[src/design/ffba_pkg.sv]
`timescale 1ns / 1ps
// shared types and constants for the first-fit block allocator
// no dependencies; used by ffba_cell and first_fit_block_allocator

package ffba_pkg;

	localparam int OFF_W   = 40;
	localparam int CAP_W   = 32;
	localparam int SIZE_W  = 32;
	localparam int LIVE_W  = 41;
	localparam int CNT_W   = 32;
	localparam int ST_W    = 2;

	localparam logic FUNC_ALLOC = 1'b0;
	localparam logic FUNC_FREE  = 1'b1;

	localparam logic [ST_W-1:0] ST_OK        = 2'd0;
	localparam logic [ST_W-1:0] ST_REJECT    = 2'd1;
	localparam logic [ST_W-1:0] ST_EXHAUSTED = 2'd2;
	localparam logic [ST_W-1:0] ST_FULL      = 2'd3;

	typedef struct packed {
		logic              func;
		logic [SIZE_W-1:0] request_size;
		logic [OFF_W-1:0]  release_offset;
		logic [CAP_W-1:0]  release_capacity;
		logic              release_valid;
	} req_t;

	typedef struct packed {
		logic [ST_W-1:0]   status;
		logic [OFF_W-1:0]  block_offset;
		logic [CAP_W-1:0]  block_capacity;
		logic [SIZE_W-1:0] block_size;
		logic [LIVE_W-1:0] live_bytes;
		logic [CNT_W-1:0]  alloc_count;
	} rsp_t;

	// broadcast control from the sequencer to every cell of the list
	typedef struct packed {
		logic              fit_en;
		logic [SIZE_W-1:0] size;
		logic              remove;
		logic              append;
		logic [OFF_W-1:0]  new_off;
		logic [CAP_W-1:0]  new_cap;
	} cell_ctrl_t;

endpackage

[src/design/ffba_cell.sv]
`timescale 1ns / 1ps
// one slot of the free list: holds a block, compares it against the request size
// and shifts from its right-hand neighbour on removal; depends on ffba_pkg

module ffba_cell (
	input  logic                      clk,
	input  logic                      arst_n,
	input  ffba_pkg::cell_ctrl_t      ctrl,
	input  logic                      hit_in,
	input  logic                      prev_occ,
	input  logic                      next_occ,
	input  logic [ffba_pkg::OFF_W-1:0] next_off,
	input  logic [ffba_pkg::CAP_W-1:0] next_cap,
	input  logic [ffba_pkg::OFF_W-1:0] sel_off_in,
	input  logic [ffba_pkg::CAP_W-1:0] sel_cap_in,
	output logic                      occ,
	output logic [ffba_pkg::OFF_W-1:0] off,
	output logic [ffba_pkg::CAP_W-1:0] cap,
	output logic                      hit_out,
	output logic [ffba_pkg::OFF_W-1:0] sel_off_out,
	output logic [ffba_pkg::CAP_W-1:0] sel_cap_out
);
	import ffba_pkg::*;

	logic             occ_q;
	logic             fit_q;
	logic [OFF_W-1:0] off_q;
	logic [CAP_W-1:0] cap_q;
	logic             first;
	logic             shift;
	logic             load;

	// first fitting slot in list order
	assign first   = fit_q & ~hit_in;
	assign hit_out = hit_in | fit_q;
	assign shift   = ctrl.remove & hit_out;
	// append lands in the first empty slot
	assign load    = ctrl.append & ~occ_q & prev_occ;

	assign sel_off_out = first ? off_q : sel_off_in;
	assign sel_cap_out = first ? cap_q : sel_cap_in;
	assign occ = occ_q;
	assign off = off_q;
	assign cap = cap_q;

	always_ff @(posedge clk or negedge arst_n) begin
		if (!arst_n) begin
			occ_q <= 1'b0;
			fit_q <= 1'b0;
		end else begin
			if (ctrl.fit_en) begin
				fit_q <= occ_q & (cap_q >= ctrl.size);
			end
			if (shift) begin
				occ_q <= next_occ;
			end else if (load) begin
				occ_q <= 1'b1;
			end
		end
	end

	always_ff @(posedge clk) begin
		if (shift) begin
			off_q <= next_off;
			cap_q <= next_cap;
		end else if (load) begin
			off_q <= ctrl.new_off;
			cap_q <= ctrl.new_cap;
		end
	end

endmodule

[src/design/first_fit_block_allocator.sv]
`timescale 1ns / 1ps
// first-fit block allocator: request sequencer, region/live/count registers and
// the chain of ffba_cell slots forming the free list; depends on ffba_pkg, ffba_cell
// a result is registered when the exec state completes the request accepted in idle; the cells register
// their size compare at accept, the first-fit chain selects and shifts the list next
// a new request is taken only once the last has completed; a waiting result holds back only completion
// reset clears the free list occupancy and fit flags, region end, live bytes, count, store_ready and rsp_valid

module first_fit_block_allocator #(
	parameter int FREE_SLOTS  = 16,
	parameter int REGION_BITS = 40
) (
	input  logic            clk,
	input  logic            arst_n,
	input  logic            cfg_wr_en,
	input  logic            cfg_wr_data,
	input  logic            req_valid,
	output logic            req_ready,
	input  ffba_pkg::req_t  req,
	output logic            rsp_valid,
	input  logic            rsp_ready,
	output ffba_pkg::rsp_t  rsp
);
	import ffba_pkg::*;

	localparam int END_W = REGION_BITS + 1;
	localparam int SUM_W = ((END_W > SIZE_W + 1) ? END_W : SIZE_W + 1) + 1;

	typedef enum logic [1:0] {
		S_IDLE = 2'b01,
		S_EXEC = 2'b10
	} state_t;

	state_t            state_q;
	req_t              req_q;
	logic              store_ready_q;
	logic [END_W-1:0]  region_end_q;
	logic [LIVE_W-1:0] live_q;
	logic [CNT_W-1:0]  count_q;
	rsp_t              rsp_q;
	logic              rsp_valid_q;

	cell_ctrl_t        ctrl;
	logic              accept;
	logic              done;

	logic              hit_c  [0:FREE_SLOTS];
	logic [OFF_W-1:0]  sel_off_c [0:FREE_SLOTS];
	logic [CAP_W-1:0]  sel_cap_c [0:FREE_SLOTS];
	logic              occ_c  [0:FREE_SLOTS-1];
	logic [OFF_W-1:0]  off_c  [0:FREE_SLOTS-1];
	logic [CAP_W-1:0]  cap_c  [0:FREE_SLOTS-1];

	logic              hit;
	logic              full;
	logic [SUM_W-1:0]  end_sum;
	logic              exhausted;
	logic [LIVE_W:0]   live_add;
	logic [LIVE_W-1:0] live_sub;
	logic [LIVE_W-1:0] cap_ext;
	logic [CAP_W-1:0]  grant_cap;

	rsp_t              rsp_nxt;
	logic [END_W-1:0]  region_end_nxt;
	logic [LIVE_W-1:0] live_nxt;
	logic [CNT_W-1:0]  count_nxt;
	logic              do_remove;
	logic              do_append;

	assign req_ready = (state_q == S_IDLE);
	assign accept    = req_valid & req_ready;
	assign done      = (state_q == S_EXEC) & (~rsp_valid_q | rsp_ready);
	assign rsp_valid = rsp_valid_q;
	assign rsp       = rsp_q;

	assign ctrl.fit_en  = accept;
	assign ctrl.size    = req.request_size;
	assign ctrl.remove  = done & do_remove;
	assign ctrl.append  = done & do_append;
	assign ctrl.new_off = req_q.release_offset;
	assign ctrl.new_cap = req_q.release_capacity;

	assign hit_c[0]     = 1'b0;
	assign sel_off_c[0] = '0;
	assign sel_cap_c[0] = '0;

	for (genvar i = 0; i < FREE_SLOTS; i++) begin : g_cell
		logic             prev_occ;
		logic             next_occ;
		logic [OFF_W-1:0] next_off;
		logic [CAP_W-1:0] next_cap;

		if (i == 0) begin : g_head
			assign prev_occ = 1'b1;
		end else begin : g_body
			assign prev_occ = occ_c[i-1];
		end

		if (i == FREE_SLOTS - 1) begin : g_tail
			assign next_occ = 1'b0;
			assign next_off = '0;
			assign next_cap = '0;
		end else begin : g_link
			assign next_occ = occ_c[i+1];
			assign next_off = off_c[i+1];
			assign next_cap = cap_c[i+1];
		end

		ffba_cell u_cell (
			.clk         (clk),
			.arst_n      (arst_n),
			.ctrl        (ctrl),
			.hit_in      (hit_c[i]),
			.prev_occ    (prev_occ),
			.next_occ    (next_occ),
			.next_off    (next_off),
			.next_cap    (next_cap),
			.sel_off_in  (sel_off_c[i]),
			.sel_cap_in  (sel_cap_c[i]),
			.occ         (occ_c[i]),
			.off         (off_c[i]),
			.cap         (cap_c[i]),
			.hit_out     (hit_c[i+1]),
			.sel_off_out (sel_off_c[i+1]),
			.sel_cap_out (sel_cap_c[i+1])
		);
	end

	assign hit  = hit_c[FREE_SLOTS];
	assign full = occ_c[FREE_SLOTS-1];

	// fresh block end against the region limit
	assign end_sum   = SUM_W'(region_end_q) + SUM_W'(req_q.request_size);
	assign exhausted = end_sum > (SUM_W'(1) << REGION_BITS);

	assign grant_cap = hit ? sel_cap_c[FREE_SLOTS] : req_q.request_size;
	assign cap_ext   = LIVE_W'(req_q.func == FUNC_ALLOC ? grant_cap : req_q.release_capacity);
	assign live_add  = {1'b0, live_q} + {1'b0, cap_ext};
	// live bytes never drop below zero
	assign live_sub  = live_q - ((live_q < cap_ext) ? live_q : cap_ext);

	always_comb begin
		rsp_nxt        = '0;
		rsp_nxt.status = ST_REJECT;
		region_end_nxt = region_end_q;
		live_nxt       = live_q;
		count_nxt      = count_q;
		do_remove      = 1'b0;
		do_append      = 1'b0;
		if (req_q.func == FUNC_ALLOC) begin
			if (store_ready_q && req_q.request_size != '0) begin
				if (hit || !exhausted) begin
					rsp_nxt.status         = ST_OK;
					rsp_nxt.block_capacity = grant_cap;
					rsp_nxt.block_size     = req_q.request_size;
					live_nxt  = live_add[LIVE_W] ? '1 : live_add[LIVE_W-1:0];
					count_nxt = count_q + CNT_W'(1);
					if (hit) begin
						rsp_nxt.block_offset = sel_off_c[FREE_SLOTS];
						do_remove            = 1'b1;
					end else begin
						rsp_nxt.block_offset = OFF_W'(region_end_q);
						region_end_nxt       = END_W'(end_sum);
					end
				end else begin
					rsp_nxt.status = ST_EXHAUSTED;
				end
			end
		end else if (req_q.release_valid) begin
			if (full) begin
				rsp_nxt.status = ST_FULL;
			end else begin
				rsp_nxt.status = ST_OK;
				live_nxt       = live_sub;
				do_append      = 1'b1;
			end
		end
		rsp_nxt.live_bytes  = live_nxt;
		rsp_nxt.alloc_count = count_nxt;
	end

	always_ff @(posedge clk or negedge arst_n) begin
		if (!arst_n) begin
			state_q       <= S_IDLE;
			store_ready_q <= 1'b0;
			region_end_q  <= '0;
			live_q        <= '0;
			count_q       <= '0;
			rsp_valid_q   <= 1'b0;
		end else begin
			if (cfg_wr_en) begin
				store_ready_q <= cfg_wr_data;
			end
			if (done) begin
				rsp_valid_q <= 1'b1;
			end else if (rsp_valid_q && rsp_ready) begin
				rsp_valid_q <= 1'b0;
			end
			case (state_q)
				S_IDLE: begin
					if (accept) begin
						state_q <= S_EXEC;
					end
				end
				S_EXEC: begin
					if (done) begin
						state_q      <= S_IDLE;
						region_end_q <= region_end_nxt;
						live_q       <= live_nxt;
						count_q      <= count_nxt;
					end
				end
				default: begin
					state_q <= S_IDLE;
				end
			endcase
		end
	end

	always_ff @(posedge clk) begin
		if (accept) begin
			req_q <= req;
		end
		if (done) begin
			rsp_q <= rsp_nxt;
		end
	end

endmodule
[config.mk]
export PLATFORM = sky130hd
export DESIGN_NAME = first_fit_block_allocator
export DESIGN_NICKNAME = d
export VERILOG_FILES = /design/src/design/ffba_pkg.sv /design/src/design/ffba_cell.sv /design/src/design/first_fit_block_allocator.sv
export SDC_FILE = /design/constraint.sdc
export NUM_CORES = 2
export LEC_CHECK = 0
export CORE_UTILIZATION = 60
export CTS_BUF_LIST = sky130_fd_sc_hd__clkbuf_16
export CTS_CLUSTER_SIZE = 20
export DETAILED_ROUTE_END_ITERATION = 10
export DONT_BUFFER_PORTS = 1
export PLACE_DENSITY = 0.76
export SKIP_LAST_GASP = 1
export SLEW_MARGIN = 20
export SYNTH_ARGS = -nofsm -noshare
export SYNTH_HDL_FRONTEND = slang
export SYNTH_SLANG_ARGS = --single-unit
[constraint.sdc]
create_clock -name clk -period 11.45 [get_ports clk]
set_clock_uncertainty 0.2 [all_clocks]
set_input_delay 1.145 -clock clk [delete_from_list [all_inputs] [get_ports clk]]
set_output_delay 1.145 -clock clk [all_outputs]
set_load 0.005 [all_outputs]
==> After elaboration in Yosys (flattened, before gate mapping) <==
Index checks and enable logic that the tools add are counted.
{ "classes": {"n_lt_le_gt_ge": 18, "mux": 155, "eq_ne": 4, "reduce_logical": 26, "bitwise": 134, "add_sub_neg": 4} }
{ "op_table": {"columns": ["operator", "count"], "rows": [
  ["two-way mux 40 bit", 47],
  ["two-way mux 32 bit", 51],
  ["greater-or-equal comparator 32 bit", 16],
  ["two-way mux 41 bit", 7],
  ["two-way mux 106 bit", 1],
  ["two-way mux 104 bit", 1],
  ["adder 41 x 32 -> 42 bit", 2],
  ["AND 1 bit", 82],
  ["> comparator 42 x 41 -> 1 bit, second input constant", 1],
  ["< comparator 41 x 32 -> 1 bit", 1],
  ["two-way mux 1 bit", 41],
  ["subtractor 41 bit", 1],
  ["NOT 1 bit", 36],
  ["nonzero test 2 bit", 17],
  ["adder 32 x 1 -> 32 bit, second input constant", 1],
  ["nonzero test 32 bit", 1],
  ["OR 1 bit", 16],
  ["two-way mux 2 bit", 6],
  ["AND reduction 6 bit", 1],
  ["case mux 2 bit (2 select lines)", 1],
  ["AND reduction 2 bit", 2],
  ["OR reduction 3 bit", 1],
  ["equality test 2 x 1 -> 1 bit, second input constant", 1],
  ["equality test 2 bit, second input constant", 1],
  ["5 further kinds", 6]
]} }
{ "word_totals": {"reg_bits": 1587, "input_bits": 112, "wordCells": 422, "out_inout_bits": 181} }

==> Depth between registers and ports, before layout <==
{ "logic_depth": {"ltp_word": 25, "depth_mapped": 42} }

==> By module <==
A second synthesis with hierarchy kept.
{ "unflattened": {"cells_unflattened": 8019, "area_unflattened_um2": 100949.3} }
{ "modules_own_cells": {"columns": ["mod", "area_per_inst_um2", "n_inst", "cells_each"], "rows": [
  ["ffba_cell", 4765.8, 16, 352],
  ["first_fit_block_allocator", 24696.2, 1, 2387]
]} }

==> Worst setup path before layout <==
OpenSTA, ideal clock, no wires.
{ "synth_timing": {"kind": "reg2reg", "start": "reg g_cell[1].u_cell.fit_q", "end": "reg rsp_q (netlist bit rsp[71]), data pin", "stages_incl_launch_ff": 40, "path_buffers": 3, "t_required_ns": 10.990, "arrival_ns": 7.770, "slack_ns": 3.221, "cell_sequence": "dfrtp_1 or4_1 nor4_1 nand2_1 nor2_1 nand2_1 nor2_1 clkbuf_1 nand2_1 nand3_1 o21ai_0 o21ai_0 inv_1 ha_1 a21oi_1 o21bai_1 a21oi_1 nor2_1 (+4 left out) a21oi_1 o31a_1 clkbuf_1 buf_1 mux2i_1 ha_1 o21ai_0 a21oi_1 o41a_1 o21bai_1 a31o_2 a31o_2 a311o_1 a21boi_0 o21a_1 nor4_1 nor2_1 mux2_2"} }
{ "synth_between": {"elab_chain_len": 25} }
{ "synth_lines": {"columns": ["item", "line_no", "source"], "rows": [
  ["from (decl)", "ffba_cell.sv:26", "logic fit_q;"],
  ["from (signal assigned)", "ffba_cell.sv:52", "fit_q <= occ_q & (cap_q >= ctrl.size);"],
  ["OR 1 bit", "ffba_cell.sv:35", "assign hit_out = hit_in | fit_q;"],
  ["NOT 1 bit or OR 1 bit (tied branches)", "ffba_cell.sv:34, ffba_cell.sv:35", null],
  ["AND 1 bit, or another cell as far along", "ffba_cell.sv:34", "assign first = fit_q & ~hit_in;"],
  ["two-way mux 32 bit, or another cell as far along (12 in series)", "ffba_cell.sv:41", "assign sel_cap_out = first ? cap_q : sel_cap_in;"],
  ["two-way mux 32 bit or AND 1 bit (tied branches)", "ffba_cell.sv:41, ffba_cell.sv:34", null],
  ["two-way mux 32 bit", "ffba_cell.sv:41", null],
  ["two-way mux 32 bit", "first_fit_block_allocator.sv:136", "assign grant_cap = hit ? sel_cap_c[FREE_SLOTS] : req_q.request_size;"],
  ["two-way mux 32 bit", "first_fit_block_allocator.sv:137", "assign cap_ext = LIVE_W'(req_q.func == FUNC_ALLOC ? grant_cap : req_q.release_capacity);"],
  ["< comparator 41 x 32 -> 1 bit", "first_fit_block_allocator.sv:140", "assign live_sub = live_q - ((live_q < cap_ext) ? live_q : cap_ext);"],
  ["two-way mux 41 bit", "first_fit_block_allocator.sv:140", null],
  ["subtractor 41 bit", "first_fit_block_allocator.sv:140", null],
  ["two-way mux 41 bit", "first_fit_block_allocator.sv:170", "if (full) begin"],
  ["two-way mux 41 bit", "first_fit_block_allocator.sv:169", "end else if (req_q.release_valid) begin"],
  ["two-way mux 41 bit *", "first_fit_block_allocator.sv:150", "if (req_q.func == FUNC_ALLOC) begin"],
  ["named net live_nxt[39]", "first_fit_block_allocator.sv:65", "logic [LIVE_W-1:0] live_nxt;"],
  ["to (signal assigned)", "first_fit_block_allocator.sv:225", "rsp_q <= rsp_nxt;"],
  ["to (decl)", "first_fit_block_allocator.sv:40", "rsp_t rsp_q;"]
]} }
Mark *: on every way through the listed nets, which the timed path passes. The rest lies on a longest branch.
A chain may end at the register's enable or synchronous reset.

==> Worst setup path after layout <==
{ "layout_timing": {"start": "reg g_cell[1].u_cell.fit_q", "end": "reg live_q[34]"} }
{ "layout_between": {"elab_chain_len": 25} }
{ "layout_lines": {"columns": ["item", "line_no", "source"], "rows": [
  ["OR 1 bit", "ffba_cell.sv:35", null],
  ["NOT 1 bit or OR 1 bit (tied branches)", "ffba_cell.sv:34, ffba_cell.sv:35", null],
  ["AND 1 bit, or another cell as far along", "ffba_cell.sv:34", null],
  ["two-way mux 32 bit, or another cell as far along (12 in series)", "ffba_cell.sv:41", null],
  ["two-way mux 32 bit or AND 1 bit (tied branches)", "ffba_cell.sv:41, ffba_cell.sv:34", null],
  ["two-way mux 32 bit", "ffba_cell.sv:41", null],
  ["two-way mux 32 bit", "first_fit_block_allocator.sv:136", null],
  ["two-way mux 32 bit", "first_fit_block_allocator.sv:137", null],
  ["< comparator 41 x 32 -> 1 bit", "first_fit_block_allocator.sv:140", null],
  ["two-way mux 41 bit", "first_fit_block_allocator.sv:140", null],
  ["subtractor 41 bit", "first_fit_block_allocator.sv:140", null],
  ["two-way mux 41 bit", "first_fit_block_allocator.sv:170", null],
  ["two-way mux 41 bit", "first_fit_block_allocator.sv:169", null],
  ["two-way mux 41 bit *", "first_fit_block_allocator.sv:150", null],
  ["to (signal assigned)", "first_fit_block_allocator.sv:209", "live_q <= live_nxt;"],
  ["to (decl)", "first_fit_block_allocator.sv:38", "logic [LIVE_W-1:0] live_q;"]
]} }
Every way passes the cells marked *; elsewhere a longest branch is shown, timed or not.

==> results_dict.tcl <==
set metrics [dict create \
    grt_max_degree 150 \
    dpl.hpwl_mm 214 \
    slowest_stage "or4_1" \
    setup_viol 0 \
    internal_power_mw 12.6 \
    die_h_um 392 \
    final_util_pct 66.0 \
    ant_nets 0 \
    cp_common_cell "nor2_1" \
    clockPowerShare_pct 26.6 \
    p_per_area_nw_per_um2 207 \
    cts_root_buffer "clkbuf_16" \
    die_width_um 392 \
    worstPathMaxFanout 32 \
    worst_ep_arrival_time_ns 10.78 \
    antenna_found_initial 23 \
    seqPwrFrac_pct 35.9 \
    start_kind "register" \
    groute.layer.met3.usage_pct 9.71 \
    ys_async_sr_fraction_pct 9.45 \
    ys_ff_latch 1587 \
    drt_first_iter_violations 8298 \
    p_sw_mw 7.99 \
    postSynthAreaPerCell_sq_um 11.8 \
    start_util_pct 60.7 \
    tns_ns 0 \
    gr-usage-met2_pct 59.1 \
    cts_buffers 172 \
    grt_overflow 0 \
    grt_use_total_pct 39.4 \
    ys_seq_area_share_pct 50.5 \
    min_period_over_period_pct 89.7 \
    core_sq_um 150000 \
    rows 142 \
    wire_per_inst_um 31.3 \
    ir_worst_vdd_mv 0.177 \
    synth-edff-count 1365 \
    first_pass_iters 9 \
    hold_violations 0 \
    cts_tree "built" \
    clockBufferDepth 3 \
    outcome "complete, no violations" \
    cts_setup_buffers 0 \
    p_leak_nw 36.5 \
    fmax_mhz 97.4 \
    post_cts_resized 0 \
    netSwitchingFraction_pct 38.8 \
    cts.clk_slew.worst_paths_ns 0.06 \
    drv_slew 0 \
    io_buffers 0 \
    grt_pass1_vias 66511 \
    hold_class "in2async" \
    globalplace.congestion 0.993 \
    drv_cap 0 \
    crit_required_ns 11.96 \
    synth.distinct_cells 96 \
    dieArea_sq_um 154000 \
    synthFlopType "edfxtp_1" \
    grt_first_pass_wirelength_mm 447 \
    viasPerCell 7.01 \
    crit_type "reg2reg" \
    num_io_pins 293 \
    finalCriticalPeriod_ns 10.27 \
    ys_warn_count 0 \
    num_vias 68607 \
    cts_sinks 1587 \
    synth_cells 7752 \
    drt_wl_total_mm 307 \
    synth_area_sq_um 91400 \
    clk_latency_ns 0.84 \
    rsz0062_at_grt "no" \
    grt_use_met1_pct 52.5 \
    relSlewSlack_pct 23.5 \
    syn2layout_area_growth_pct 8.66 \
    finalNetCount 8374 \
    worst_setup_path_end_kind "register" \
    slowest_delay_ns 0.72 \
    post-route-drc-count 0 \
    power_frac_comb_pct 37.5 \
    syn-num-nets 8515 \
    htreeDepth 4 \
    busiest_layer "met2" \
    tightest_slew_ns 1.15 \
    drive_gt1_share_pct 20.5 \
]
-- power by group through the flow --
| stage | Clock, mW | Sequential, mW | Combinational, mW |
|---|---|---|---|
| 2_1_floorplan | 0 | 7.17 | 5.11 |
| 3_5_place_dp | 0 | 7.49 | 7.48 |
| 6_report | 5.48 | 7.39 | 7.73 |
| 3_3_place_gp | 0 | 7.47 | 7.43 |
| 4_1_cts | 5.49 | 7.37 | 7.55 |
| 5_1_grt | 5.72 | 7.43 | 8.31 |
-- layer usage --
metal	share of wire, %	vias to the layer above	wire, um
met1	39	33989	119000
li1	-	29539	-
met2	44	4201	135000
met4	6.3	26	19300
met3	11	852	33300
met5	0.057	-	175
-- worst paths after layout --
check / startpoint / endpoint / slack [ns] / depth (start not counted)
max: g_cell[1].u_cell.fit_q / live_q[34] / 1.18 / 40
min: arst_n / count_q[15] / 0.06 / 1
max reg2reg: g_cell[1].u_cell.fit_q / live_q[34] / 1.18 / 40
min reg2reg: g_cell[15].u_cell.off[29] / g_cell[15].u_cell.off[29] / 0.27 / 2
max in group asynchronous: arst_n / g_cell[1].u_cell.fit_q / 9.90 / 1
min in group clk: req[19] / ctrl[18] / 0.19 / 0
-- synth_stat cells, types with 94 or more instances --
master / instances / area share (%)
a21o_1: 165 / 1.4
a21oi_1: 391 / 2.1
a221oi_1: 178 / 1.7
a22oi_1: 197 / 1.6
clkbuf_1: 429 / 1.8
dfrtp_1: 149 / 4.1
edfxtp_1: 1365 / 45
ha_1: 648 / 8.9
inv_1: 187 / 0.77
mux2_2: 1071 / 13
mux2i_1: 94 / 1.0
nand2_1: 659 / 2.7
nand2b_1: 94 / 0.64
nand3_1: 122 / 0.67
nand4_1: 101 / 0.69
nor2_1: 359 / 1.5
o21ai_0: 400 / 2.2
xnor2_1: 96 / 0.92
-- through the flow --
stage                     hold WS, ns  power, mW  instances  setup slack (ns)  instance area [sq um]
after global placement          0.242       14.9       9450              1.56                  93800
after floorplan                 0.236       12.3       7752              3.22                  91400
after CTS                       0.146       20.4       9775              1.28                  99300
after detailed placement        0.255       15.0       9451              1.43                  93800
after global routing            0.142       21.5       9777             0.683                  99300
final                          0.0599       20.6       9788              1.18                  99300
-- placed cells by master (no fill, tap or decap), types with 38 or more instances in the layout --
cell and instances:
xor2_1 50, nand2_1 653, clkinv_1 38, nand3_1 122, nor4_1 39, o21ai_0 400
a21o_1 165, clkbuf_16 176, a21oi_1 389, nand2b_1 92, a211oi_1 52, nand4_1 101
nor2b_1 85, nor3_1 67, o22ai_1 38, nor2_1 340, inv_1 228, and2_1 65
buf_4 170, xnor2_1 96, dfrtp_1 145, ha_1 648, a31oi_1 65, a22oi_1 197
a221oi_1 178, edfxtp_1 1365, mux2_2 1071, dfxtp_1 72, mux2i_1 94
-- cells by family (layout without fill, tap and decap cells) --
kind of cell / after synthesis / count (layout) / synth area share (%)
AOI/OAI and AO/OA: 1820 / 1820 / 13.3
muxes: 1167 / 1167 / 14.2
buffers and inverters: 675 / 682 / 2.81
and+or+nand+nor: 1706 / 1706 / 8.76
other: 0 / 13 / 0
xor gates and xnor gates: 146 / 146 / 1.40
DFF: 1587 / 1587 / 50.5
adders and majority gates: 651 / 651 / 8.94
-- worst max-delay path: cells and delay by family (launching register included) --
kind,cells,cell delay [ns]
buffers and inverters,5,1.02
AND/OR/NAND/NOR,13,2.97
AO/OA/AOI/OAI,18,3.90
flip-flops,1,0.69
multiplexers,2,0.48
adder cells (fa/ha/maj),2,0.83
-- cell type report --
| type | instances | area, sq um |
|---|---|---|
| multi-input cells | 5490 | 43000 |
| well taps | 2016 | 2520 |
| flip-flops and latches | 1587 | 46200 |
| inverters | 187 | 714 |
| clock inverters | 146 | 1080 |
| fillers | 11242 | 51200 |
| clock buffers | 176 | 4400 |
| repair buffers | 173 | 1330 |
| diodes | 13 | 32.5 |
-- sequential cells by signal (all words and copies together), names as in the netlist, 32 cells and up --
name / cells
count_q: 32
g_cell.u_cell.cap: 512
rsp: 179
live_q: 41
req_q: 34
g_cell.u_cell.off: 640
ctrl: 72
region_end_q: 41
-- repair_timing --
item | in CTS | in global routing
hold endpoints to repair | 149 | 0
setup endpoints to repair | 0 | 0
hold buffers | 2 | 0
Note: power is estimated with default switching activity, not from simulation.
